===== src/rtl/core/bptc_pkg.sv =====
`timescale 1ns / 1ps

package bptc_pkg;

	localparam int RAW_W  = 24;
	localparam int COEF_W = 16;
	localparam int TEMP_W = 20;
	localparam int PRES_W = 32;
	localparam int DT_W   = 25;
	localparam int TA_W   = 19;
	localparam int T2_W   = 17;
	localparam int ACC_W  = 40;

	// Temperature reference point (20.00 degrees) and the distance from it to -15.00 degrees.
	localparam logic signed [TEMP_W-1:0] TEMP_REF   = 20'sd2000;
	localparam logic signed [TEMP_W-1:0] COLD_SHIFT = 20'sd3500;

	typedef enum logic [2:0] {
		REG_SENS       = 3'd0,
		REG_OFFSET     = 3'd1,
		REG_SENS_TC    = 3'd2,
		REG_OFFSET_TC  = 3'd3,
		REG_REF_TEMP   = 3'd4,
		REG_TEMP_SLOPE = 3'd5
	} reg_idx_t;

	typedef struct packed {
		logic [COEF_W-1:0] sens_coeff;
		logic [COEF_W-1:0] offset_coeff;
		logic [COEF_W-1:0] sens_temp_coeff;
		logic [COEF_W-1:0] offset_temp_coeff;
		logic [COEF_W-1:0] ref_temp_coeff;
		logic [COEF_W-1:0] temp_slope_coeff;
	} cfg_t;

	typedef struct packed {
		logic [RAW_W-1:0] raw_pressure;
		logic [RAW_W-1:0] raw_temperature;
	} in_t;

	typedef struct packed {
		logic signed [TEMP_W-1:0] temp_centideg;
		logic signed [PRES_W-1:0] pressure_pa;
	} out_t;

	// First-order results leaving the front stages.
	typedef struct packed {
		logic                    valid;
		logic [RAW_W-1:0]        d1;
		logic signed [TA_W-1:0]  ta;
		logic [T2_W-1:0]         t2;
		logic [ACC_W-1:0]        off;
		logic [ACC_W-1:0]        sens;
	} first_t;

	// Corrected temperature, offset and sensitivity.
	typedef struct packed {
		logic                      valid;
		logic [RAW_W-1:0]          d1;
		logic signed [TEMP_W-1:0]  temp;
		logic [ACC_W-1:0]          off;
		logic [ACC_W-1:0]          sens;
	} second_t;

endpackage


===== src/rtl/core/bptc_press.sv =====
`timescale 1ns / 1ps

module bptc_press (
	input  logic                clk,
	input  logic                arst_n,
	input  bptc_pkg::second_t   c,
	output logic                valid,
	output bptc_pkg::out_t      result
);

	logic                 v_s7, v_s8, v_s9, v_s10, v_s11;
	logic signed [19:0]   temp_s7, temp_s8, temp_s9, temp_s10;
	logic [39:0]          off_s7, off_s8, off_s9;
	logic [43:0]          p_lo_s7;
	logic signed [44:0]   p_hi_s7;
	logic [63:0]          prod_s8;
	logic [42:0]          q_s9;
	logic [43:0]          diff_s10;
	bptc_pkg::out_t       res_s11;

	logic [63:0]          qb;
	logic [43:0]          pb;

	always_ff @(posedge clk or negedge arst_n) begin
		if (!arst_n) begin
			v_s7  <= 1'b0;
			v_s8  <= 1'b0;
			v_s9  <= 1'b0;
			v_s10 <= 1'b0;
			v_s11 <= 1'b0;
		end else begin
			v_s7  <= c.valid;
			v_s8  <= v_s7;
			v_s9  <= v_s8;
			v_s10 <= v_s9;
			v_s11 <= v_s10;
		end
	end

	// The 24 x 40 bit product is formed from two partial products over two stages.
	always_ff @(posedge clk) begin
		temp_s7 <= c.temp;
		off_s7  <= c.off;
		p_lo_s7 <= c.d1 * c.sens[19:0];
		p_hi_s7 <= $signed({1'b0, c.d1}) * $signed(c.sens[39:20]);
	end

	always_ff @(posedge clk) begin
		temp_s8 <= temp_s7;
		off_s8  <= off_s7;
		prod_s8 <= {p_hi_s7[43:0], 20'b0} + {20'b0, p_lo_s7};
	end

	assign qb = prod_s8 + {43'b0, {21{prod_s8[63]}}};

	always_ff @(posedge clk) begin
		temp_s9 <= temp_s8;
		off_s9  <= off_s8;
		q_s9    <= qb[63:21];
	end

	always_ff @(posedge clk) begin
		temp_s10 <= temp_s9;
		diff_s10 <= {q_s9[42], q_s9} - {{4{off_s9[39]}}, off_s9};
	end

	assign pb = diff_s10 + {29'b0, {15{diff_s10[43]}}};

	// The quotient fits in 29 bits for any inputs, so the 32-bit clamp reduces to
	// sign extension.
	always_ff @(posedge clk) begin
		res_s11.temp_centideg <= temp_s10;
		res_s11.pressure_pa   <= {{3{pb[43]}}, pb[43:15]};
	end

	assign valid  = v_s11;
	assign result = res_s11;

endmodule


===== config.mk =====
export PLATFORM = sky130hd
export DESIGN_NAME = bptc_press
export DESIGN_NICKNAME = d
export VERILOG_FILES = /design/src/rtl/core/bptc_pkg.sv /design/src/rtl/core/bptc_press.sv
export SDC_FILE = /design/constraint.sdc
export NUM_CORES = 2
export LEC_CHECK = 0
export BUFFER_PORTS_ARGS = -buffer_cell sky130_fd_sc_hd__buf_4
export CORE_MARGIN = 10
export CORE_UTILIZATION = 31
export CTS_CLUSTER_DIAMETER = 120
export DETAILED_ROUTE_END_ITERATION = 10
export SYNTH_ARGS = -nofsm -noshare
export SYNTH_HDL_FRONTEND = slang
export SYNTH_SLANG_ARGS = --single-unit

===== constraint.sdc =====
create_clock -name clk -period 3.5 [get_ports clk]
set_clock_uncertainty 0.2 [all_clocks]
set_input_delay 0.525 -clock clk [delete_from_list [all_inputs] [get_ports clk]]
set_output_delay 0.525 -clock clk [all_outputs]
set_load 0.1 [all_outputs]

==> impl_metrics.yaml <==
place:
  dpl_cell_area_sq_um: 54800
  gp_congestion: 0.884
  dp_hpwl_um: 104000
  port_buffers: 179
worst_setup_path:
  required_ps: 3820
  crit_top_cell: "fa_1"
  reg2reg_to: "prod_s8[46]"
  cp_max_fo: 11
  endpoint_kind: "flop"
  max_stage_delay_ps: 540
  startpoint: "c[113]"
  crit_type: "primary input to flop"
  cp_slowest_cell: "fa_1"
  path_buf_inv: 7
  worstPathArrival_ps: 6890
  r2r_slack_ps: 160
  rr_worst_depth: 13
  crit_family: "adder cells"
  worstReg2RegStart: "p_lo_s7[20]"
  cp-start-kind: "primary input"
global_routing:
  met3_usage_pct: 1.88
  antenna_found_initial: 7
  grt_pass1_wl_um: 207000
  track_usage_pct: 15.3
  gr-total-overflow: 0
  grt_pass1_vias: 37500
  gr-usage-met2_pct: 25.0
  grt_use_met1_pct: 21.6
  grt_max_degree: 31
  top_usage_layer: "met2"
route:
  ant_nets: 0
  routed_wl_um: 133000
  drtPass1Iterations: 5
  wl_per_cell_um: 17.5
  via_per_inst: 4.56
  vias: 34700
  drc_errors: 0
  first_iter_violations: 2176
logic_synthesis:
  synth-simple-area-share_pct: 14.5
  ys_types: 79
  yosysSeqAreaShare_pct: 20.9
  syn_area_sq_um: 47200
  synth.area.top_cells: "fa_1, dfxtp_1, ha_1, inv_1, and2_1"
  yosys.area_share.xor_xnor_pct: 4.32
  ys_top_cells_by_count: "inv_1, fa_1, nand2_1"
  yosysWarningCount: 0
  synth_cells: 4894
  ys.flop_type: "dfxtp_1"
  yosysMostFrequentCell: "inv_1"
  synth_top_area_cell: "fa_1"
  synth-compound-area-share_pct: 6.51
  yosysTopAreaCellShare_pct: 33.4
  synth_nets: 6238
  synth-adder-area-share_pct: 44.7
  synth_area_per_cell_sq_um: 9.65
  synth_mux_area_share_pct: 0.0212
  ys_async_sr_fraction_pct: 1.01
  synth_edf_count: 0
  synth_top_family_by_area: "adder cells"
  ys_ff_latch: 493
cts:
  h-tree-depth: 2
  cts_buffers: 49
  cts_tree: "done"
  cts_sinks: 493
  cts-root-buf: "clkbuf_16"
  insertion_delay_ps: 590
  cts_buffer_depth: 3
  clkSlewWorstSetupHoldPaths_ps: 70
run_status:
  violations: "setup timing"
  status: "finished, violations left"
die:
  io_pins: 180
  coreArea_sq_um: 152000
  die_width_um: 410
  dieHeight_um: 410
  fp-row-count: 143
  die_area_sq_um: 168000
  start_util_pct: 31.1
sta:
  max_freq_mhz: 152
  fin_crit_ps: 6570
  hold_ws_ps: 89.3
  slew_headroom_pct: 58.3
  fin_crit_sh_pct: 188
  tightest_slew_ps: 621
  slew_violations: 0
  rsz0062_at_grt: "yes"
  hold_viol: 0
  setup_viol: 78
  setup_slack_ps: -3070
final_layout:
  drive_gt1_share_pct: 22.2
  syn_to_final_growth_pct: 28.4
  fin_nets: 6899
  n_fill_cell: 14800
  final_area_sq_um: 60700
worst_hold_path:
  hold_path_class: "primary input to asynchronous set/reset pin"
job:
  cap_violations: 0
[layer usage]
metal / part of all wire [%] / up-vias
met5: 0.041 / -
met4: 2.5 / 6
met3: 5.9 / 188
met2: 45 / 883
met1: 46 / 17400
li1: - / 16300
[area by class of cell]
class | count | area (sq um) | share of cell area, %
diodes | 1 | 2.50 | 0.00412
inverters | 917 | 3440 | 5.68
clock inverters | 29 | 357 | 0.588
well taps | 2030 | 2540 | 4.19
clock buffers | 61 | 1380 | 2.28
flip-flops and latches | 493 | 9900 | 16.3
repair buffers | 816 | 7830 | 12.9
multi-input cells | 3278 | 35200 | 58.0
[per-stage QoR]
| stage | utilization [%] | TNS (ps) | cells | setup WS, ps |
|---|---|---|---|---|
| 2_1_floorplan | - | -184070 | 4894 | -3230 |
| 3_3_place_gp | 36.1 | -236160 | 7369 | -3780 |
| 3_5_place_dp | 36.1 | -240690 | 7369 | -3950 |
| 4_1_cts | 38.6 | -175120 | 7559 | -3030 |
| 5_1_grt | 40.0 | -190740 | 7624 | -3190 |
| 6_report | 40.0 | -179860 | 7625 | -3070 |
[worst max-delay path by stage]
stage | to | slack (ps) | cells past startpoint
finish | p_lo_s7[40] | -3070 | 25
global route | p_hi_s7[41] | -3190 | 25
CTS | p_lo_s7[42] | -3030 | 24
detailed placement | p_lo_s7[42] | -3950 | 25
global placement | p_lo_s7[42] | -3780 | 25
floorplan | p_hi_s7[42] | -3230 | 24
[flip-flops by register name, summed over array words and instances, names as in the netlist]
register / flops
off_s7: 40
v_s9: 1
off_s8: 40
temp_s10: 20
v_s8: 1
p_hi_s7: 44
q_s9: 43
result: 49
off_s9: 40
prod_s8: 64
v_s7: 1
valid: 1
v_s10: 1
temp_s8: 20
p_lo_s7: 44
temp_s9: 20
temp_s7: 20
diff_s10: 44
[repair_timing]
action	CTS	global route
cloned	5	17
setup endpoints to repair	87	96
resized for setup	198	306
hold buffers	63	0
pin swaps	76	209
setup buffers	33	64
hold endpoints to repair	67	0
[logic make-up (layout without fill, tap and decap cells)]
logic type	after synthesis	in the layout
flip-flops	493	493
AND/OR/NAND/NOR	1370	1370
other	0	1
AO/OA/AOI/OAI	457	457
XOR/XNOR	233	233
multiplexers	1	1
buffers and inverters	1123	1823
adder cells (fa/ha/maj)	1217	1217
[cell usage in the layout (no fill, tap or decap), types with 63 or more instances in the layout]
cell type / Yosys / final
nor2_1: 96 / 85
fa_1: 787 / 740
inv_1: 917 / 868
a21oi_1: 138 / 96
buf_6: 0 / 72
dlygate4sd3_1: 0 / 63
and2_1: 460 / 409
ha_1: 430 / 373
buf_4: 3 / 594
nand2_1: 588 / 575
dfxtp_1: 488 / 487
xnor2_1: 165 / 145
clkbuf_16: 0 / 68
a21o_1: 94 / 94
Power is left out: the tool's default activity adds up to more than one toggle a clock period on the data nets, which glitch-free logic cannot reach.
