`src/rtl/core/bptc_pkg.sv`:
```
`timescale 1ns / 1ps

package bptc_pkg;

	localparam int RAW_W  = 24;
	localparam int COEF_W = 16;
	localparam int TEMP_W = 20;
	localparam int PRES_W = 32;
	localparam int DT_W   = 25;
	localparam int TA_W   = 19;
	localparam int T2_W   = 17;
	localparam int ACC_W  = 40;

	// Temperature reference point (20.00 degrees) and the distance from it to -15.00 degrees.
	localparam logic signed [TEMP_W-1:0] TEMP_REF   = 20'sd2000;
	localparam logic signed [TEMP_W-1:0] COLD_SHIFT = 20'sd3500;

	typedef enum logic [2:0] {
		REG_SENS       = 3'd0,
		REG_OFFSET     = 3'd1,
		REG_SENS_TC    = 3'd2,
		REG_OFFSET_TC  = 3'd3,
		REG_REF_TEMP   = 3'd4,
		REG_TEMP_SLOPE = 3'd5
	} reg_idx_t;

	typedef struct packed {
		logic [COEF_W-1:0] sens_coeff;
		logic [COEF_W-1:0] offset_coeff;
		logic [COEF_W-1:0] sens_temp_coeff;
		logic [COEF_W-1:0] offset_temp_coeff;
		logic [COEF_W-1:0] ref_temp_coeff;
		logic [COEF_W-1:0] temp_slope_coeff;
	} cfg_t;

	typedef struct packed {
		logic [RAW_W-1:0] raw_pressure;
		logic [RAW_W-1:0] raw_temperature;
	} in_t;

	typedef struct packed {
		logic signed [TEMP_W-1:0] temp_centideg;
		logic signed [PRES_W-1:0] pressure_pa;
	} out_t;

	// First-order results leaving the front stages.
	typedef struct packed {
		logic                    valid;
		logic [RAW_W-1:0]        d1;
		logic signed [TA_W-1:0]  ta;
		logic [T2_W-1:0]         t2;
		logic [ACC_W-1:0]        off;
		logic [ACC_W-1:0]        sens;
	} first_t;

	// Corrected temperature, offset and sensitivity.
	typedef struct packed {
		logic                      valid;
		logic [RAW_W-1:0]          d1;
		logic signed [TEMP_W-1:0]  temp;
		logic [ACC_W-1:0]          off;
		logic [ACC_W-1:0]          sens;
	} second_t;

endpackage

```
`src/rtl/core/bptc_first.sv`:
```
`timescale 1ns / 1ps

module bptc_first (
	input  logic               clk,
	input  logic               arst_n,
	input  logic               accept,
	input  bptc_pkg::in_t      sample,
	input  bptc_pkg::cfg_t     cfg,
	output bptc_pkg::first_t   s3
);

	logic                     v_s1, v_s2, v_s3;
	logic [23:0]              d1_s1, d1_s2, d1_s3;
	logic signed [24:0]       dt_s1;
	logic signed [41:0]       tc_s2, oc_s2, sc_s2;
	logic signed [49:0]       dd_s2;
	logic signed [18:0]       ta_s3;
	logic [16:0]              t2_s3;
	logic [39:0]              off_s3, sens_s3;

	logic [41:0]              tc_b, oc_b, sc_b;
	logic [34:0]              off_lo;
	logic [33:0]              sens_lo;

	always_ff @(posedge clk or negedge arst_n) begin
		if (!arst_n) begin
			v_s1 <= 1'b0;
			v_s2 <= 1'b0;
			v_s3 <= 1'b0;
		end else begin
			v_s1 <= accept;
			v_s2 <= v_s1;
			v_s3 <= v_s2;
		end
	end

	// Stage 1: temperature difference to the reference reading.
	always_ff @(posedge clk) begin
		d1_s1 <= sample.raw_pressure;
		dt_s1 <= $signed({1'b0, sample.raw_temperature})
			- $signed({1'b0, cfg.ref_temp_coeff, 8'b0});
	end

	// Stage 2: the four products of dT.
	always_ff @(posedge clk) begin
		d1_s2 <= d1_s1;
		tc_s2 <= dt_s1 * $signed({1'b0, cfg.temp_slope_coeff});
		oc_s2 <= dt_s1 * $signed({1'b0, cfg.offset_temp_coeff});
		sc_s2 <= dt_s1 * $signed({1'b0, cfg.sens_temp_coeff});
		dd_s2 <= dt_s1 * dt_s1;
	end

	// Shifts round toward zero: a negative value gets a bias of one below the divisor.
	always_comb begin
		tc_b    = tc_s2 + {19'b0, {23{tc_s2[41]}}};
		oc_b    = oc_s2 + {35'b0, {7{oc_s2[41]}}};
		sc_b    = sc_s2 + {34'b0, {8{sc_s2[41]}}};
		off_lo  = oc_b[41:7];
		sens_lo = sc_b[41:8];
	end

	// Stage 3: first-order temperature delta, offset and sensitivity.
	always_ff @(posedge clk) begin
		d1_s3   <= d1_s2;
		ta_s3   <= tc_b[41:23];
		t2_s3   <= dd_s2[47:31];
		off_s3  <= {8'b0, cfg.offset_coeff, 16'b0} + {{5{off_lo[34]}}, off_lo};
		sens_s3 <= {9'b0, cfg.sens_coeff, 15'b0} + {{6{sens_lo[33]}}, sens_lo};
	end

	assign s3.valid = v_s3;
	assign s3.d1    = d1_s3;
	assign s3.ta    = ta_s3;
	assign s3.t2    = t2_s3;
	assign s3.off   = off_s3;
	assign s3.sens  = sens_s3;

endmodule

```
`config.mk`:
```
export PLATFORM = sky130hd
export DESIGN_NAME = bptc_first
export DESIGN_NICKNAME = d
export VERILOG_FILES = /design/src/rtl/core/bptc_pkg.sv /design/src/rtl/core/bptc_first.sv
export SDC_FILE = /design/constraint.sdc
export NUM_CORES = 2
export LEC_CHECK = 0
export ABC_AREA = 1
export ABC_CLOCK_PERIOD_IN_PS = 8500
export CORE_UTILIZATION = 30
export DETAILED_ROUTE_END_ITERATION = 6
export DONT_BUFFER_PORTS = 1
export PLACE_DENSITY = 0.48
export SLEW_MARGIN = 20
export SYNTH_ARGS = -nofsm -noshare
export SYNTH_HDL_FRONTEND = slang
export SYNTH_SLANG_ARGS = --single-unit
```
`constraint.sdc`:
```
create_clock -name clk -period 8.5 [get_ports clk]
set_input_delay 0.85 -clock clk [delete_from_list [all_inputs] [get_ports clk]]
set_output_delay 0.85 -clock clk [all_outputs]
set_load 0.02 [all_outputs]
```
==> impl_metrics.csv <==
group,metric,value,unit
grt,grt_overflow,0,
grt,grt_antenna_before_repair,12,
floorplanning,coreArea,266000,um2
synth,synth-edff-count,0,
critical_path,slowest_stage,"fa_1",
cts,cts.sinks,350,
run,drv_cap,0,
timing,relSlewSlack,30.2,%
routing,drc_errors,0,
cts,cts_htree_levels,2,
timing,post-route-min-period,7.09,ns
critical_path,ff2ff_path_depth,21,
synth,yosysMostFrequentCell,"inv_1",
min_path,hold_class,"input pin to flop",
cts,cts-root-buf,"clkbuf_16",
critical_path,cp-start-kind,"flop",
synth,netlist_instances,10138,
routing,wire_per_inst,17.3,um
critical_path,crit_chain,"nand2_1, inv_1, fa_1, fa_1, fa_1, inv_1, fa_1, fa_1, fa_1, fa_1, inv_1, ha_1, nand2_1, nor3_1, nand2_1, nor2_1, nand2_1, a21oi_1, nor2_1, nand3_1, nand2_1",
critical_path,crit_type,"flop to flop",
final_layout,nFillCells,28183,
place,port_buffers,0,
routing,viasPerCell,4.48,
critical_path,critPathCaptureType,"flop",
grt,grt_max_degree,60,
timing,worst_pin_slew,1.05,ns
routing,dr.pass1.iters,6,
cts,post_cts_buffers,0,
grt,grt_pass1_wl,376000,um
synth,yosys.area.top_type,"fa_1",
synth,synthesis.area,80300,um2
cts,cts_buffers,49,
final_layout,nets,12329,
routing,route.vias.total,60271,
final_layout,drive_above_1_share,2.47,%
critical_path,reg2reg_from,"dt_s1[2]$_DFF_P_",
timing,finalSetupViolCount,0,
timing,finClkSkew,0.0415,ns
synth,ys_ff_latch,350,
floorplanning,fp-row-count,189,
floorplanning,io_pins,288,
cts,clockBufferDepth,3,
critical_path,crit_path_max_fanout,43,
floorplanning,die_y,519,um
cts,clock_latency,0.70,ns
critical_path,worstPathRequired,9.08,ns
critical_path,r2r_slack,1.41,ns
grt,grt_usage,17.7,%
critical_path,cp_data_arrival_time,7.67,ns
synth,synth_ff_type,"dfxtp_1",
timing,tns,0,ns
timing,maxSlewViolCount,0,
cts,cts_tree,"done",
floorplanning,start_util,30.2,%
synth,synth.area.top_cells,"fa_1 44%, inv_1 14%, nand2_1 11%, dfxtp_1 8.7%, ha_1 8.3%",
synth,synth_top_area_share,44.0,%
final_layout,syn_to_final_growth,6.51,%
critical_path,crit_top_cell,"fa_1",
floorplanning,fp.dieW,519,um
timing,fmax,141,MHz
floorplanning,dieArea,270000,um2
place,place_hpwl,192000,um
min_path,hold-path-endpoint,"dt_s1[0]$_DFF_P_",
critical_path,r2r_end,"dd_s2[47]$_DFF_P_",
synth,synth_cell_types,56,
synth,synth_common_cells,"3,017 x inv_1, 2,405 x nand2_1, 1,766 x fa_1",
timing,rsz0062_at_grt,"no",
synth,ys_seq_area_share,8.75,%
min_path,min_path_cells,0,
timing,hold_viol,0,
min_path,hold_start,"sample[0]",
synth,avgSynthCellArea,7.92,um2
timing,min_period_over_period,83.5,%
synth,yosysWarnings,0,
run_status,outcome,"finished, final reports clean",
grt,grt_pass1_vias,66929,
synth,syn_nets,12583,
routing,drt_iter0_drc,3099,
routing,drtAntennaViolNets,0,
synth,async_flop_share,0.857,%
place,gp_congestion,0.907,
cts,clkSlewWorstSetupHoldPaths,0.07,ns
cts,ctsResizeCount,0,
critical_path,slowest_delay,0.86,ns
routing,postRouteWirelength,233000,um
[critical path: cells and delay by family, from the launching register on]
family / cells / cell delay (ns)
adders and majority gates: 8 / 4.52
and+or+nand+nor: 9 / 1.10
DFF: 1 / 0.85
buffers and inverters: 3 / 0.39
AOI/OAI and AO/OA: 1 / 0.14
[state kept, by name, indices dropped and copies added (netlist names)]
signal / flops
d1_s3: 24
ta_s3: 19
sens_s3: 35
sc_s2: 42
tc_s2: 42
dt_s1: 25
v_s2: 1
oc_s2: 42
v_s3: 1
d1_s2: 24
t2_s3: 17
dd_s2: 17
d1_s1: 24
v_s1: 1
off_s3: 36
[final cells by class]
cell class	count	area (um2)	share of cell area, %
clock inverters	31	342	0.399
repair buffers	53	420	0.492
diodes	10	25.0	0.0293
flip-flops and latches	350	7120	8.32
inverters	3027	11400	13.3
well taps	3533	4420	5.17
clock buffers	58	1310	1.53
multi-input cells	6403	60500	70.8
[logic make-up after synthesis]
logic type,count (synthesis),synth area share (%)
buf+inv,3385,15.9
simple gates,3290,16.6
fa+ha+maj,2298,52.3
compound gates,597,4.13
flops,350,8.75
xor+xnor,218,2.38
[cell usage in the layout, fill, tap and decap left out, types with 154 or more instances in the layout]
cell and instances:
fa_1 1766, dfxtp_1 321, nor2_1 451, nand3_1 195, ha_1 532, inv_1 3017
o21ai_0 166, nand2_1 2405, a21oi_1 290, xor2_1 154
[metal layers]
| metal | track usage, % | routed length, um | vias up |
|---|---|---|---|
| met5 | 0 | 0 | - |
| met4 | 3.47 | 4100 | 0 |
| met3 | 1.78 | 9340 | 215 |
| met2 | 31.6 | 117000 | 1189 |
| met1 | 23.0 | 102000 | 30493 |
| li1 | - | - | 28374 |
[stage by stage]
stage               worst slack (ns)  utilization, %  cell area (um2)  cells  hold slack [ns]
floorplan                       2.07               -            80300  10138            0.310
global placement                1.37            31.6            83800  13364            0.310
detailed placement              1.39            31.6            83800  13364            0.312
CTS                             1.38            32.2            85500  13454            0.110
global route                   0.973            32.2            85500  13461            0.128
finish                          1.41            32.2            85500  13465            0.173
[how the worst max path moves through the flow]
| stage | from | end | slack, ns |
|---|---|---|---|
| 2_1_floorplan | dt_s1[24]$_DFF_P_ | dd_s2[47]$_DFF_P_ | 2.07 |
| 3_3_place_gp | dt_s1[2]$_DFF_P_ | dd_s2[47]$_DFF_P_ | 1.37 |
| 3_5_place_dp | dt_s1[2]$_DFF_P_ | dd_s2[47]$_DFF_P_ | 1.39 |
| 4_1_cts | dt_s1[2]$_DFF_P_ | dd_s2[47]$_DFF_P_ | 1.38 |
| 5_1_grt | dt_s1[1]$_DFF_P_ | dd_s2[47]$_DFF_P_ | 0.97 |
| 6_report | dt_s1[2]$_DFF_P_ | dd_s2[47]$_DFF_P_ | 1.41 |
[timing repair]
item | 4_1_cts | 5_1_grt
hold buffers | 1 | 0
endpoints found under the hold margin | 3 | 0
endpoints found under the setup margin | 0 | 0
Power is left out: the tool's default activity adds up to more than one toggle a clock period on the data nets, which glitch-free logic cannot reach.
