`src/rtl/core/bptc_pkg.sv`:
```
`timescale 1ns / 1ps

package bptc_pkg;

	localparam int RAW_W  = 24;
	localparam int COEF_W = 16;
	localparam int TEMP_W = 20;
	localparam int PRES_W = 32;
	localparam int DT_W   = 25;
	localparam int TA_W   = 19;
	localparam int T2_W   = 17;
	localparam int ACC_W  = 40;

	// Temperature reference point (20.00 degrees) and the distance from it to -15.00 degrees.
	localparam logic signed [TEMP_W-1:0] TEMP_REF   = 20'sd2000;
	localparam logic signed [TEMP_W-1:0] COLD_SHIFT = 20'sd3500;

	typedef enum logic [2:0] {
		REG_SENS       = 3'd0,
		REG_OFFSET     = 3'd1,
		REG_SENS_TC    = 3'd2,
		REG_OFFSET_TC  = 3'd3,
		REG_REF_TEMP   = 3'd4,
		REG_TEMP_SLOPE = 3'd5
	} reg_idx_t;

	typedef struct packed {
		logic [COEF_W-1:0] sens_coeff;
		logic [COEF_W-1:0] offset_coeff;
		logic [COEF_W-1:0] sens_temp_coeff;
		logic [COEF_W-1:0] offset_temp_coeff;
		logic [COEF_W-1:0] ref_temp_coeff;
		logic [COEF_W-1:0] temp_slope_coeff;
	} cfg_t;

	typedef struct packed {
		logic [RAW_W-1:0] raw_pressure;
		logic [RAW_W-1:0] raw_temperature;
	} in_t;

	typedef struct packed {
		logic signed [TEMP_W-1:0] temp_centideg;
		logic signed [PRES_W-1:0] pressure_pa;
	} out_t;

	// First-order results leaving the front stages.
	typedef struct packed {
		logic                    valid;
		logic [RAW_W-1:0]        d1;
		logic signed [TA_W-1:0]  ta;
		logic [T2_W-1:0]         t2;
		logic [ACC_W-1:0]        off;
		logic [ACC_W-1:0]        sens;
	} first_t;

	// Corrected temperature, offset and sensitivity.
	typedef struct packed {
		logic                      valid;
		logic [RAW_W-1:0]          d1;
		logic signed [TEMP_W-1:0]  temp;
		logic [ACC_W-1:0]          off;
		logic [ACC_W-1:0]          sens;
	} second_t;

endpackage

```
`src/rtl/core/bptc_second.sv`:
```
`timescale 1ns / 1ps

module bptc_second (
	input  logic               clk,
	input  logic               arst_n,
	input  bptc_pkg::first_t   f,
	output bptc_pkg::second_t  s6
);

	logic                 v_s4, v_s5, v_s6;
	logic                 low_s4, vlow_s4, low_s5;
	logic [23:0]          d1_s4, d1_s5, d1_s6;
	logic signed [18:0]   ta_s4;
	logic [16:0]          t2_s4;
	logic [39:0]          off_s4, sens_s4, off_s5, sens_s5, off_s6, sens_s6;
	logic signed [37:0]   a_s4;
	logic signed [39:0]   b_s4;
	logic [39:0]          off2_s5, sens2_s5;
	logic signed [19:0]   temp_s5, temp_s6;

	logic [19:0]          tb;
	logic [39:0]          a40, a5, b7, b11;

	// tb is the temperature minus -15.00 degrees.
	assign tb = {f.ta[18], f.ta} + bptc_pkg::COLD_SHIFT;

	always_ff @(posedge clk or negedge arst_n) begin
		if (!arst_n) begin
			v_s4 <= 1'b0;
			v_s5 <= 1'b0;
			v_s6 <= 1'b0;
		end else begin
			v_s4 <= f.valid;
			v_s5 <= v_s4;
			v_s6 <= v_s5;
		end
	end

	// Stage 4: squared distances below 20.00 and below -15.00 degrees.
	always_ff @(posedge clk) begin
		d1_s4   <= f.d1;
		ta_s4   <= f.ta;
		t2_s4   <= f.t2;
		off_s4  <= f.off;
		sens_s4 <= f.sens;
		low_s4  <= f.ta[18];
		vlow_s4 <= tb[19];
		a_s4    <= f.ta * f.ta;
		b_s4    <= $signed(tb) * $signed(tb);
	end

	// Both squares are non-negative, so plain shifts give the truncated quotients.
	always_comb begin
		a40 = {2'b0, a_s4};
		a5  = a40 + {a40[37:0], 2'b0};
		b7  = {b_s4[36:0], 3'b0} - b_s4;
		b11 = {b_s4[36:0], 3'b0} + {b_s4[38:0], 1'b0} + b_s4;
	end

	// Stage 5: second-order terms and final temperature.
	always_ff @(posedge clk) begin
		d1_s5   <= d1_s4;
		off_s5  <= off_s4;
		sens_s5 <= sens_s4;
		low_s5  <= low_s4;
		temp_s5 <= {ta_s4[18], ta_s4} + bptc_pkg::TEMP_REF
			- (low_s4 ? {3'b0, t2_s4} : 20'd0);
		if (low_s4) begin
			off2_s5  <= {1'b0, a5[39:1]} + (vlow_s4 ? b7 : 40'd0);
			sens2_s5 <= {2'b0, a5[39:2]} + (vlow_s4 ? {1'b0, b11[39:1]} : 40'd0);
		end else begin
			off2_s5  <= '0;
			sens2_s5 <= '0;
		end
	end

	// Stage 6: apply the corrections.
	always_ff @(posedge clk) begin
		d1_s6   <= d1_s5;
		temp_s6 <= temp_s5;
		off_s6  <= off_s5 - off2_s5;
		sens_s6 <= sens_s5 - sens2_s5;
	end

	assign s6.valid = v_s6;
	assign s6.d1    = d1_s6;
	assign s6.temp  = temp_s6;
	assign s6.off   = off_s6;
	assign s6.sens  = sens_s6;

`ifndef SYNTHESIS
	a_cold_below_ref: assert property (@(posedge clk) disable iff (!arst_n)
		v_s4 && vlow_s4 |-> low_s4)
		else $error("item below -15.00 degrees not flagged below 20.00 degrees");

	a_cold_temp: assert property (@(posedge clk) disable iff (!arst_n)
		v_s5 && low_s5 |-> temp_s5 < bptc_pkg::TEMP_REF)
		else $error("cold item produced a temperature at or above 20.00 degrees");
`endif

endmodule

```
`config.mk`:
```
export PLATFORM = sky130hd
export DESIGN_NAME = bptc_second
export DESIGN_NICKNAME = d
export VERILOG_FILES = /design/src/rtl/core/bptc_pkg.sv /design/src/rtl/core/bptc_second.sv
export SDC_FILE = /design/constraint.sdc
export NUM_CORES = 2
export LEC_CHECK = 0
export ABC_AREA = 0
export BUFFER_PORTS_ARGS = -buffer_cell sky130_fd_sc_hd__buf_2
export CAP_MARGIN = 30
export CORE_MARGIN = 4
export CORE_UTILIZATION = 64
export DETAILED_ROUTE_END_ITERATION = 16
export GPL_TIMING_DRIVEN = 0
export HOLD_SLACK_MARGIN = 0.02
export PLACE_DENSITY = 0.84
export RECOVER_POWER = 50
export SYNTH_ARGS = -nofsm -noshare
export SYNTH_HDL_FRONTEND = slang
export SYNTH_SLANG_ARGS = --single-unit
```
`constraint.sdc`:
```
create_clock -name clk -period 6.1 [get_ports clk]
set_clock_uncertainty 0.05 [all_clocks]
set_input_delay 0 -clock clk [delete_from_list [all_inputs] [get_ports clk]]
set_output_delay 0 -clock clk [all_outputs]
set_load 0.02 [all_outputs]
```
==> results.yml <==
timing:
  period_share: 1.34
  fin_crit_ns: 8.17
  hold_slack_ns: 0.0437
  clock.fmax_mhz: 122
  setup_viol: 52
  finalMaxSlewViolations: 0
  grt_setup_unrepaired: "true"
  worst_pin_slew_ns: 0.981
  final.setup.worst_slack_ns: -2.07
  slew_headroom: 0.345
  hold_viol: 0
route:
  drtAntennaViolNets: 0
  routed.top_layer: "met4"
  met3WireLength_mm: 23.7
  drt_iter0_markers: 5352
  met2_wirelength_mm: 85.6
  drc: 0
  via_per_inst: 6.38
  routedWlPerCell_um: 26.0
  vias: 46244
  wl_met1_mm: 58.0
  drt_wl_total_mm: 188
  drtPass1Iterations: 9
grt:
  grt_pass1_wl_mm: 260
  grt-ovfl-total: 0
  grt_usage: 0.389
  grt_max_degree: 17
  grt_antenna_before_repair: 8
  grt_pass1_vias: 47346
placement:
  dpl_worst_slack_ns: -3.50
  routabilityCongestion: 1.03
  dp_hpwl_mm: 111
  portBuffers: 267
  placedCellCount: 6740
worst_hold_path:
  hold_path_class: "input port to flip-flop"
  hold_start: "f[108]"
floorplan:
  ios: 268
  die_x_um: 292
  initial_core_util: 0.650
  rows: 103
  dieArea_sq_mm: 0.0854
  core_area_sq_mm: 0.0795
  die_h_um: 292
final_layout:
  post-route-util: 0.792
  final_cells: 7245
  fin_nets: 7585
  syn2layout_area_growth_pct: 21.8
  drive_gt1_frac: 0.152
  fillCellCount: 4067
yosys:
  synth_fp_nets: 6855
  yosysWarnings: 0
  synth_edf_count: 0
  synth_flop_cell: "dfxtp_1"
  synthDistinctLibCells: 94
  synth_cells: 5419
  synthArstFlopShare: 0.00551
  ys_seq_elements: 544
  syn_area_sq_mm: 0.0517
  seq_area_frac_synth: 0.211
  synth.avg_cell_area_sq_um: 9.54
status:
  status: "finished, violations left"
  violations: "negative setup slack"
worst_setup_path:
  cpPeakStageDelay_ns: 0.60
  worstSetupPathType: "input port to flip-flop"
  cp_max_fo: 10
  crit_slowest_cell: "fa_1"
  startpoint_type: "input port"
  startpoint: "f[100]"
  crit_top_cell: "fa_1"
  arrival_ns: 8.62
  required_ns: 6.55
  critPathCaptureType: "flip-flop"
  ff2ff_setup_slack_ns: -0.14
  timing.rr.start: "b_s4[2]"
clock_network:
  numCtsBuffers: 52
  htreeDepth: 2
  cts_buffer_depth: 3
  clk_pin_slew_ns: 0.08
  cts_tree: "yes"
  cts.sinks: 544
  cts_root_buf: "clkbuf_16"
  clk_latency_ns: 0.64
flow_run:
  max_cap_violations: 0
==> cell families (layout without fill, tap and decap cells) <==
group	after synthesis	in the layout	synth area share
AO/OA/AOI/OAI	907	907	0.116
XOR/XNOR	347	347	0.0588
flip-flops	544	544	0.211
buffers and inverters	1148	1920	0.0835
adder cells (fa/ha/maj)	1293	1293	0.424
AND/OR/NAND/NOR	1173	1173	0.106
other	1	5	0.0000725
multiplexers	6	6	0.00121
==> cells in the final DEF (no fill, tap or decap), types with 52 or more instances in the layout <==
cell,n
a21o_1,165
a21oi_1,251
and2_1,93
buf_2,253
buf_4,127
clkbuf_16,63
dfxtp_1,534
dlygate4sd3_1,262
fa_1,725
ha_1,490
inv_1,1008
nand2_1,310
nand2b_1,54
nand3_1,52
nor2_1,362
o21ai_0,117
o21bai_1,59
xnor2_1,204
xor2_1,111
==> per-layer routing <==
| layer | global-route usage | up-vias |
|---|---|---|
| met5 | 0 | - |
| met4 | 0.265 | 0 |
| met3 | 0.108 | 1717 |
| met2 | 0.656 | 4080 |
| met1 | 0.430 | 21711 |
| li1 | - | 18736 |
==> cells in the mapped netlist (17+ instances only) <==
library cell	instances	share of area
nand2b_1	56	0.0068
nand2_1	347	0.025
nor2_1	390	0.028
xnor2_1	226	0.038
dfxtp_1	541	0.21
nor2b_1	37	0.0045
clkbuf_1	86	0.0062
inv_1	1043	0.076
and3_1	34	0.0041
a21o_1	165	0.024
nor3_1	52	0.0050
a211oi_1	29	0.0042
ha_1	528	0.13
nand4_1	27	0.0033
o211ai_1	17	0.0025
o21bai_1	61	0.0089
o21ai_0	129	0.012
o31ai_1	17	0.0025
o21a_1	40	0.0058
and2_1	104	0.013
a21oi_1	282	0.027
a31oi_1	24	0.0029
xor2_1	121	0.020
o21ai_1	19	0.0018
nand3_1	55	0.0053
fa_1	765	0.30
==> repair_timing <==
item / in CTS / in global routing
resized for setup: 306 / 225
pin swaps: 119 / 127
cloned: 1 / 0
hold buffers: 262 / 1
setup buffers: 85 / 65
endpoints found under the setup margin: 51 / 57
hold endpoints to repair: 149 / 3
==> worst paths after layout <==
path | endpoint | depth (start not counted)
hold reg to reg | sens_s5[20] | 0
min in group asynchronous | v_s6 | 3
setup reg to reg | sens2_s5[38] | 23
max in group asynchronous | v_s5 | 3
hold / removal | ta_s4[11] | 2
setup / recovery | b_s4[38] | 31
==> worst max-delay path: cells and delay by family <==
family,cells,cell delay (ns)
buffers and inverters,9,1.39
adder cells (fa/ha/maj),9,4.14
AND/OR/NAND/NOR,7,1.34
XOR/XNOR,2,0.74
AO/OA/AOI/OAI,4,0.95
==> flip-flops by register name, indices dropped and copies added (netlist names), 24 cells and up <==
register  flops
a_s4         35
b_s4         39
off2_s5      40
d1_s6        24
sens_s4      40
sens_s6      40
off_s6       40
off_s5       40
off_s4       40
d1_s4        24
sens2_s5     39
sens_s5      40
d1_s5        24
==> layout make-up <==
| cell class | count | area, sq um | share of cell area |
|---|---|---|---|
| diodes | 4 | 10.0 | 0.000159 |
| plain buffers | 91 | 947 | 0.0150 |
| clock buffers | 72 | 1510 | 0.0239 |
| clock inverters | 24 | 408 | 0.00648 |
| inverters | 1053 | 4040 | 0.0641 |
| multi-input cells | 3727 | 38400 | 0.610 |
| flip-flops and latches | 544 | 10900 | 0.173 |
| well taps | 1050 | 1310 | 0.0209 |
| repair buffers | 680 | 5400 | 0.0858 |
==> per-stage QoR <==
stage          setup TNS [ns]  cell area [sq um]
6_report               -54.95              63000
4_1_cts                -25.81              61500
2_1_floorplan          -18.38              52300
5_1_grt                -56.40              63000
3_3_place_gp           -93.76              54900
3_5_place_dp           -98.92              55000
Power is not shown: default switching activity piles up to over one toggle a cycle in this logic, so the estimate is an artifact.
