$ cat src/rtl/core/bptc_pkg.sv
`timescale 1ns / 1ps

package bptc_pkg;

	localparam int RAW_W  = 24;
	localparam int COEF_W = 16;
	localparam int TEMP_W = 20;
	localparam int PRES_W = 32;
	localparam int DT_W   = 25;
	localparam int TA_W   = 19;
	localparam int T2_W   = 17;
	localparam int ACC_W  = 40;

	// Temperature reference point (20.00 degrees) and the distance from it to -15.00 degrees.
	localparam logic signed [TEMP_W-1:0] TEMP_REF   = 20'sd2000;
	localparam logic signed [TEMP_W-1:0] COLD_SHIFT = 20'sd3500;

	typedef enum logic [2:0] {
		REG_SENS       = 3'd0,
		REG_OFFSET     = 3'd1,
		REG_SENS_TC    = 3'd2,
		REG_OFFSET_TC  = 3'd3,
		REG_REF_TEMP   = 3'd4,
		REG_TEMP_SLOPE = 3'd5
	} reg_idx_t;

	typedef struct packed {
		logic [COEF_W-1:0] sens_coeff;
		logic [COEF_W-1:0] offset_coeff;
		logic [COEF_W-1:0] sens_temp_coeff;
		logic [COEF_W-1:0] offset_temp_coeff;
		logic [COEF_W-1:0] ref_temp_coeff;
		logic [COEF_W-1:0] temp_slope_coeff;
	} cfg_t;

	typedef struct packed {
		logic [RAW_W-1:0] raw_pressure;
		logic [RAW_W-1:0] raw_temperature;
	} in_t;

	typedef struct packed {
		logic signed [TEMP_W-1:0] temp_centideg;
		logic signed [PRES_W-1:0] pressure_pa;
	} out_t;

	// First-order results leaving the front stages.
	typedef struct packed {
		logic                    valid;
		logic [RAW_W-1:0]        d1;
		logic signed [TA_W-1:0]  ta;
		logic [T2_W-1:0]         t2;
		logic [ACC_W-1:0]        off;
		logic [ACC_W-1:0]        sens;
	} first_t;

	// Corrected temperature, offset and sensitivity.
	typedef struct packed {
		logic                      valid;
		logic [RAW_W-1:0]          d1;
		logic signed [TEMP_W-1:0]  temp;
		logic [ACC_W-1:0]          off;
		logic [ACC_W-1:0]          sens;
	} second_t;

endpackage

$ cat src/rtl/core/bptc_regs.sv
`timescale 1ns / 1ps

module bptc_regs (
	input  logic                   clk,
	input  logic                   arst_n,
	input  logic                   cfg_we,
	input  logic [2:0]             cfg_idx,
	input  logic [15:0]            cfg_data,
	output bptc_pkg::cfg_t         cfg
);

	bptc_pkg::cfg_t cfg_q;

	always_ff @(posedge clk or negedge arst_n) begin
		if (!arst_n) begin
			cfg_q <= '0;
		end else if (cfg_we) begin
			unique case (bptc_pkg::reg_idx_t'(cfg_idx))
				bptc_pkg::REG_SENS:       cfg_q.sens_coeff        <= cfg_data;
				bptc_pkg::REG_OFFSET:     cfg_q.offset_coeff      <= cfg_data;
				bptc_pkg::REG_SENS_TC:    cfg_q.sens_temp_coeff   <= cfg_data;
				bptc_pkg::REG_OFFSET_TC:  cfg_q.offset_temp_coeff <= cfg_data;
				bptc_pkg::REG_REF_TEMP:   cfg_q.ref_temp_coeff    <= cfg_data;
				bptc_pkg::REG_TEMP_SLOPE: cfg_q.temp_slope_coeff  <= cfg_data;
				default: ;
			endcase
		end
	end

	assign cfg = cfg_q;

endmodule

$ cat config.mk
export PLATFORM = sky130hd
export DESIGN_NAME = bptc_regs
export DESIGN_NICKNAME = d
export VERILOG_FILES = /design/src/rtl/core/bptc_pkg.sv /design/src/rtl/core/bptc_regs.sv
export SDC_FILE = /design/constraint.sdc
export NUM_CORES = 1
export LEC_CHECK = 0
export ABC_AREA = 1
export BUFFER_PORTS_ARGS = -buffer_cell sky130_fd_sc_hd__buf_4
export CORE_MARGIN = 10
export CORE_UTILIZATION = 50
export CTS_CLUSTER_DIAMETER = 30
export DETAILED_ROUTE_END_ITERATION = 16
export GPL_ROUTABILITY_DRIVEN = 0
export PLACE_DENSITY = 0.81
export SYNTH_ARGS = -nofsm -noshare
export SYNTH_HDL_FRONTEND = slang
export SYNTH_SLANG_ARGS = --single-unit
$ cat constraint.sdc
create_clock -name clk -period 0.8 [get_ports clk]
set_input_delay 0.2 -clock clk [delete_from_list [all_inputs] [get_ports clk]]
set_output_delay 0.2 -clock clk [all_outputs]
set_load 0.02 [all_outputs]
==> impl_metrics.py, run 1 <==
metrics = {
    "outcome": {
        "status": "complete, but fails checks",
        "violations": "negative setup slack",
    },
    "die": {
        "dieWidth_um": 107,
        "die_y_um": 107,
        "core_area_um2": 7290,
        "rows": 31,
        "initial_core_util_pct": 51.8,
        "die-area_um2": 11400,
        "ios": 118,
    },
    "yosys": {
        "yosys.area.top_type_share_pct": 63.6,
        "ys.flop_type": "dfrtp_1",
        "synth_area_per_cell_um2": 8.88,
        "yosysMostFrequentCell": "nand2_1",
        "async_reset_ff_share_pct": 100,
        "synth-warning-count": 0,
        "synth_cells": 425,
        "synth_edf_count": 0,
        "yosysTopAreaCell": "dfrtp_1",
        "yosys-top-cells-count": "232 x nand2_1, 96 x dfrtp_1, 64 x nand3_1, 13 x buf_2, 4 x nor2_2",
        "yosys-top-cells-area": "dfrtp_1 64%, nand2_1 23%, nand3_1 8.5%, buf_2 1.7%, nor2_2 0.66%",
        "synth.cell_area_um2": 3770,
        "yosysUniqueCellTypes": 11,
        "syn_nets": 447,
        "ys_seq_area_share_pct": 63.6,
        "ys_ff_latch": 96,
    },
    "clock_network": {
        "cts_tree": "yes",
        "cts_buffers": 9,
        "clockBufferDepth": 2,
        "clock_latency_ns": 0.35,
        "cts-root-buf": "clkbuf_8",
        "cts_sinks": 96,
        "cts_max_level": 3,
        "clk_pin_slew_ns": 0.09,
    },
    "critical_path": {
        "slowest_stage": "dfrtp_1",
        "path_class": "reg2out",
        "arrival_ns": 0.94,
        "cp-start-kind": "flop",
        "cp_cell_sequence": "buf_6",
        "critPathMaxStageDelay_ns": 0.43,
        "path_delay_family": "flip-flops",
        "reg2reg_from": "cfg[22]",
        "cp.required_ns": 0.60,
        "end_kind": "output pin",
        "critPathMaxFanout": 2,
        "crit_start": "cfg[53]",
        "path_buf_inv": 1,
    },
    "global_route": {
        "grt_max_degree": 58,
        "grt_use_total_pct": 21.1,
        "grt_pass1_vias": 3707,
        "grt_pass1_wl_mm": 19.5,
        "antenna_found_initial": 0,
        "grt-ovfl-total": 0,
    },
    "layout": {
        "postLayoutCoreUtil_pct": 81.6,
        "fin_area_um2": 5950,
        "largest_reg_flops": 96,
        "diodes": 0,
        "layout.nets": 627,
        "area.growth.synth_to_final_pct": 57.7,
        "stdcell_count": 708,
        "drive_above_1_share_pct": 37.9,
    },
    "timing": {
        "fin_skew_ns": 0,
        "period_needed_ns": 1.14,
        "fin_crit_sh_pct": 142,
        "slew_headroom_pct": 76.9,
        "fin_tns_setup_ns": -29.01,
        "drv_slew": 0,
        "setup_viol": 105,
        "fmax_mhz": 881,
        "holdWs_ns": 0.103,
        "rsz0062_at_grt": "true",
        "max_slew.worst_pin.slew_ns": 0.345,
        "hold_viol_final": 0,
        "layout_setup_ws_ns": -0.336,
    },
    "placement": {
        "dp_slack_ns": -0.358,
        "placed_cells": 638,
        "hpwl_mm": 7.89,
        "io_buffers": 117,
        "place_area_um2": 4900,
    },
    "route": {
        "drt_pass1_iterations": 7,
        "vias": 3765,
        "drc": 0,
        "drt_iter0_markers": 255,
        "antenna_left": 0,
        "routed_wl_mm": 13.3,
        "via_per_inst": 5.32,
        "drt-wirelength-per-cell_um": 18.8,
    },
    "hold_path": {
        "hp-class": "in2reg",
        "min_from": "cfg_data[11]",
    },
    "power": {
        "p_sw_mw": 5.20,
        "p_seq_share_pct": 42.6,
        "p_int_mw": 10.1,
        "peakVddDrop_uv": 1310,
        "p_leak_nw": 3.29,
        "p_sw_share_pct": 33.9,
        "p_total_mw": 15.3,
        "combPwrFrac_pct": 36.9,
        "p_per_area_nw_per_um2": 2580,
        "clkPwrFrac_pct": 20.4,
    },
    "run": {
        "cap_viol_max_count": 0,
    },
}
## what timing repair did
item                                    CTS  global route
hold buffers                              1             0
pin swaps                                 0            10
resized for setup                        96            24
buffers inserted                         37            26
endpoints found under the setup margin   96           164
endpoints found under the hold margin    96             0
## cell usage in the layout (no fill, tap or decap)
master and instances:
nand2_1 213, buf_6 102, dfrtp_1 96, buf_4 79
nand3_1 64, nand2_2 16, clkbuf_8 10, buf_12 6
nand2_4 5, nor2_4 4, inv_2 2, inv_1 2
nor2_2 2, clkbuf_1 2, inv_4 1, inv_8 1
bufinv_16 1, clkinv_2 1, clkinvlp_4 1, dlygate4sd3_1 1
## path summary, 6_finish.rpt
check | to | slack (ns) | cells after the start
max | cfg[53] | -0.34 | 1
min | cfg[11] | 0.10 | 3
max reg2reg | cfg[22] | -0.14 | 4
min reg2reg | cfg[95] | 0.50 | 2
max in group asynchronous | cfg[3] | 0.11 | 3
min in group asynchronous | cfg[87] | 0.38 | 3
## kinds of logic (layout without fill, tap and decap cells)
family | count (synthesis) | count (layout) | synth area share (%)
buffers and inverters | 25 | 209 | 3.21
flip-flops | 96 | 96 | 63.6
AND/OR/NAND/NOR | 304 | 304 | 33.1
## power groups by stage
| stage | Combinational, mW | Sequential (mW) | Clock (mW) |
|---|---|---|---|
| detailed placement | 4.16 | 6.40 | 0 |
| global placement | 4.06 | 6.39 | 0 |
| floorplan | 0.887 | 7.46 | 0 |
| finish | 5.66 | 6.54 | 3.13 |
| global route | 6.03 | 6.62 | 3.35 |
| CTS | 5.23 | 6.46 | 3.10 |
## routing by layer
metal  share of wire (%)  track usage [%]  routed length (um)
met4                 1.6             6.09                 219
met2                  50             35.6                6580
met5                   0                0                   0
met3                  11             7.72                1440
met1                  38             24.7                5050
## layout make-up
type,count,area [um2]
Clock buffer,12,145
Clock inverter,3,42.5
Fill cell,448,1340
Inverter,6,32.5
Multi-Input combinational cell,304,1330
Sequential cell,96,2400
Tap cell,99,124
Timing Repair Buffer,188,1870
Note: power is estimated with default switching activity, not from simulation.
==> inputs of run 2 (changes only) <==
Settings changed: CORE_UTILIZATION 50 to 40, GPL_TIMING_DRIVEN from default to 0, PLACE_DENSITY 0.81 to 0.68.
==> impl_metrics.py, run 2 (synthesis gave the netlist of run 1 again) <==
metrics = {
    "outcome": {
        "status": "complete, but fails checks",
        "violations": "negative hold slack, negative setup slack",
    },
    "critical_path": {
        "cp.required_ns": 0.60,
        "critPathMaxFanout": 2,
        "path_class": "reg2out",
        "cp-start-kind": "flop",
        "path_delay_family": "flip-flops",
        "critPathMaxStageDelay_ns": 0.43,
        "cp_cell_sequence": "buf_6",
        "slowest_stage": "dfrtp_1",
        "path_buf_inv": 1,
        "arrival_ns": 0.92,
        "end_kind": "output pin",
    },
    "power": {
        "p_leak_nw": 3.38,
        "p_int_mw": 10.4,
        "p_sw_share_pct": 32.8,
        "p_seq_share_pct": 42.1,
        "p_per_area_nw_per_um2": 2510,
        "p_sw_mw": 5.06,
        "peakVddDrop_uv": 1210,
        "combPwrFrac_pct": 36.1,
        "clkPwrFrac_pct": 21.9,
    },
    "die": {
        "die-area_um2": 13700,
        "ios": 118,
        "die_y_um": 117,
        "rows": 35,
        "core_area_um2": 9200,
        "dieWidth_um": 117,
        "initial_core_util_pct": 41.0,
    },
    "timing": {
        "holdWs_ns": -0.0888,
        "fin_crit_sh_pct": 140,
        "slew_headroom_pct": 41.7,
        "drv_slew": 0,
        "hold_viol_final": 96,
        "fmax_mhz": 891,
        "fin_tns_setup_ns": -28.04,
        "period_needed_ns": 1.12,
        "max_slew.worst_pin.slew_ns": 0.875,
        "fin_skew_ns": 0,
        "layout_setup_ws_ns": -0.323,
        "rsz0062_at_grt": "true",
        "setup_viol": 103,
    },
    "global_route": {
        "grt_pass1_vias": 3547,
        "grt-ovfl-total": 0,
        "grt_use_total_pct": 17.7,
        "grt_max_degree": 97,
        "antenna_found_initial": 0,
        "grt_pass1_wl_mm": 18.7,
    },
    "layout": {
        "fillers": 723,
        "diodes": 0,
        "largest_reg_flops": 96,
        "mostFrequentLayoutCell": "nand2_1",
        "layout.nets": 639,
        "drive_above_1_share_pct": 40.1,
        "stdcell_count": 732,
        "area.growth.synth_to_final_pct": 62.8,
        "final_cell_mix": "218 x nand2_1, 108 x buf_6, 96 x dfrtp_1",
    },
    "clock_network": {
        "cts_sinks": 96,
        "cts_buffers": 9,
        "cts_max_level": 3,
        "cts_tree": "yes",
        "clk_pin_slew_ns": 0.09,
        "clockBufferDepth": 2,
        "clock_latency_ns": 0.34,
        "cts-root-buf": "clkbuf_8",
    },
    "route": {
        "drt-wirelength-per-cell_um": 17.1,
        "drc": 0,
        "via_per_inst": 4.86,
        "antenna_left": 0,
        "drt_pass1_iterations": 5,
        "routed_wl_mm": 12.5,
        "vias": 3560,
        "drt_iter0_markers": 187,
    },
    "run": {
        "cap_viol_max_count": 0,
    },
    "placement": {
        "io_buffers": 117,
        "placed_cells": 653,
        "dp_slack_ns": -0.505,
        "hpwl_mm": 8.29,
    },
    "hold_path": {
        "hp-class": "in2async",
    },
}
[run 2: stage by stage]
| stage | total power, mW | util, % | instance area, um2 |
|---|---|---|---|
| detailed placement | 10.5 | 53.1 | 4890 |
| finish | 15.4 | 66.8 | 6150 |
| CTS | 15.1 | 62.3 | 5730 |
| global route | 16.3 | 66.8 | 6150 |
| floorplan | 8.34 | - | 3870 |
| global placement | 10.4 | 53.1 | 4890 |
[run 2: layout make-up]
type | count | area, um2 | area share (%)
multi-input cells | 304 | 1380 | 22.5
flip-flops and latches | 96 | 2400 | 39.1
clock buffers | 9 | 124 | 2.02
plain buffers | 19 | 180 | 2.93
inverters | 6 | 35.0 | 0.570
clock inverters | 6 | 85.1 | 1.38
well taps | 111 | 139 | 2.26
repair buffers | 181 | 1800 | 29.2
[run 2: worst paths after layout]
check,end,from,slack (ns),cells after the start
setup / recovery,cfg[30],cfg[30],-0.32,1
hold / removal,cfg[64],arst_n,-0.09,1
setup reg to reg,cfg[26],cfg[26],-0.06,4
hold reg to reg,cfg[38],cfg[38],0.50,2
max in group asynchronous,cfg[58],arst_n,0.28,1
min in group clk,cfg[2],cfg_data[2],0.11,3
[run 2: timing repair]
item	in CTS	in global routing
setup endpoints to repair	222	130
resized for setup	100	40
pin swaps	1	21
gates cloned	0	2
endpoints found under the hold margin	96	27
buffers inserted	34	30
[run 2: worst reg2reg max path, stage by stage, from the launching register on]
cell     delay [ns]
dfrtp_1        0.41
buf_4          0.14
buf_4          0.12
nand2_2        0.05
nand2_1        0.04
[run 2: power groups by stage]
stage	registers [mW]	clock network (mW)	logic (mW)
after floorplan	7.46	0	0.887
after CTS	6.46	3.49	5.17
after global placement	6.36	0	4.09
final	6.49	3.37	5.56
after global routing	6.58	3.69	5.99
after detailed placement	6.39	0	4.15
[run 2: routing by layer]
layer	GRT usage, %	wire length, um
met5	0	0
met1	22.4	5140
met4	5.19	62
met2	27.1	6070
met3	7.54	1280
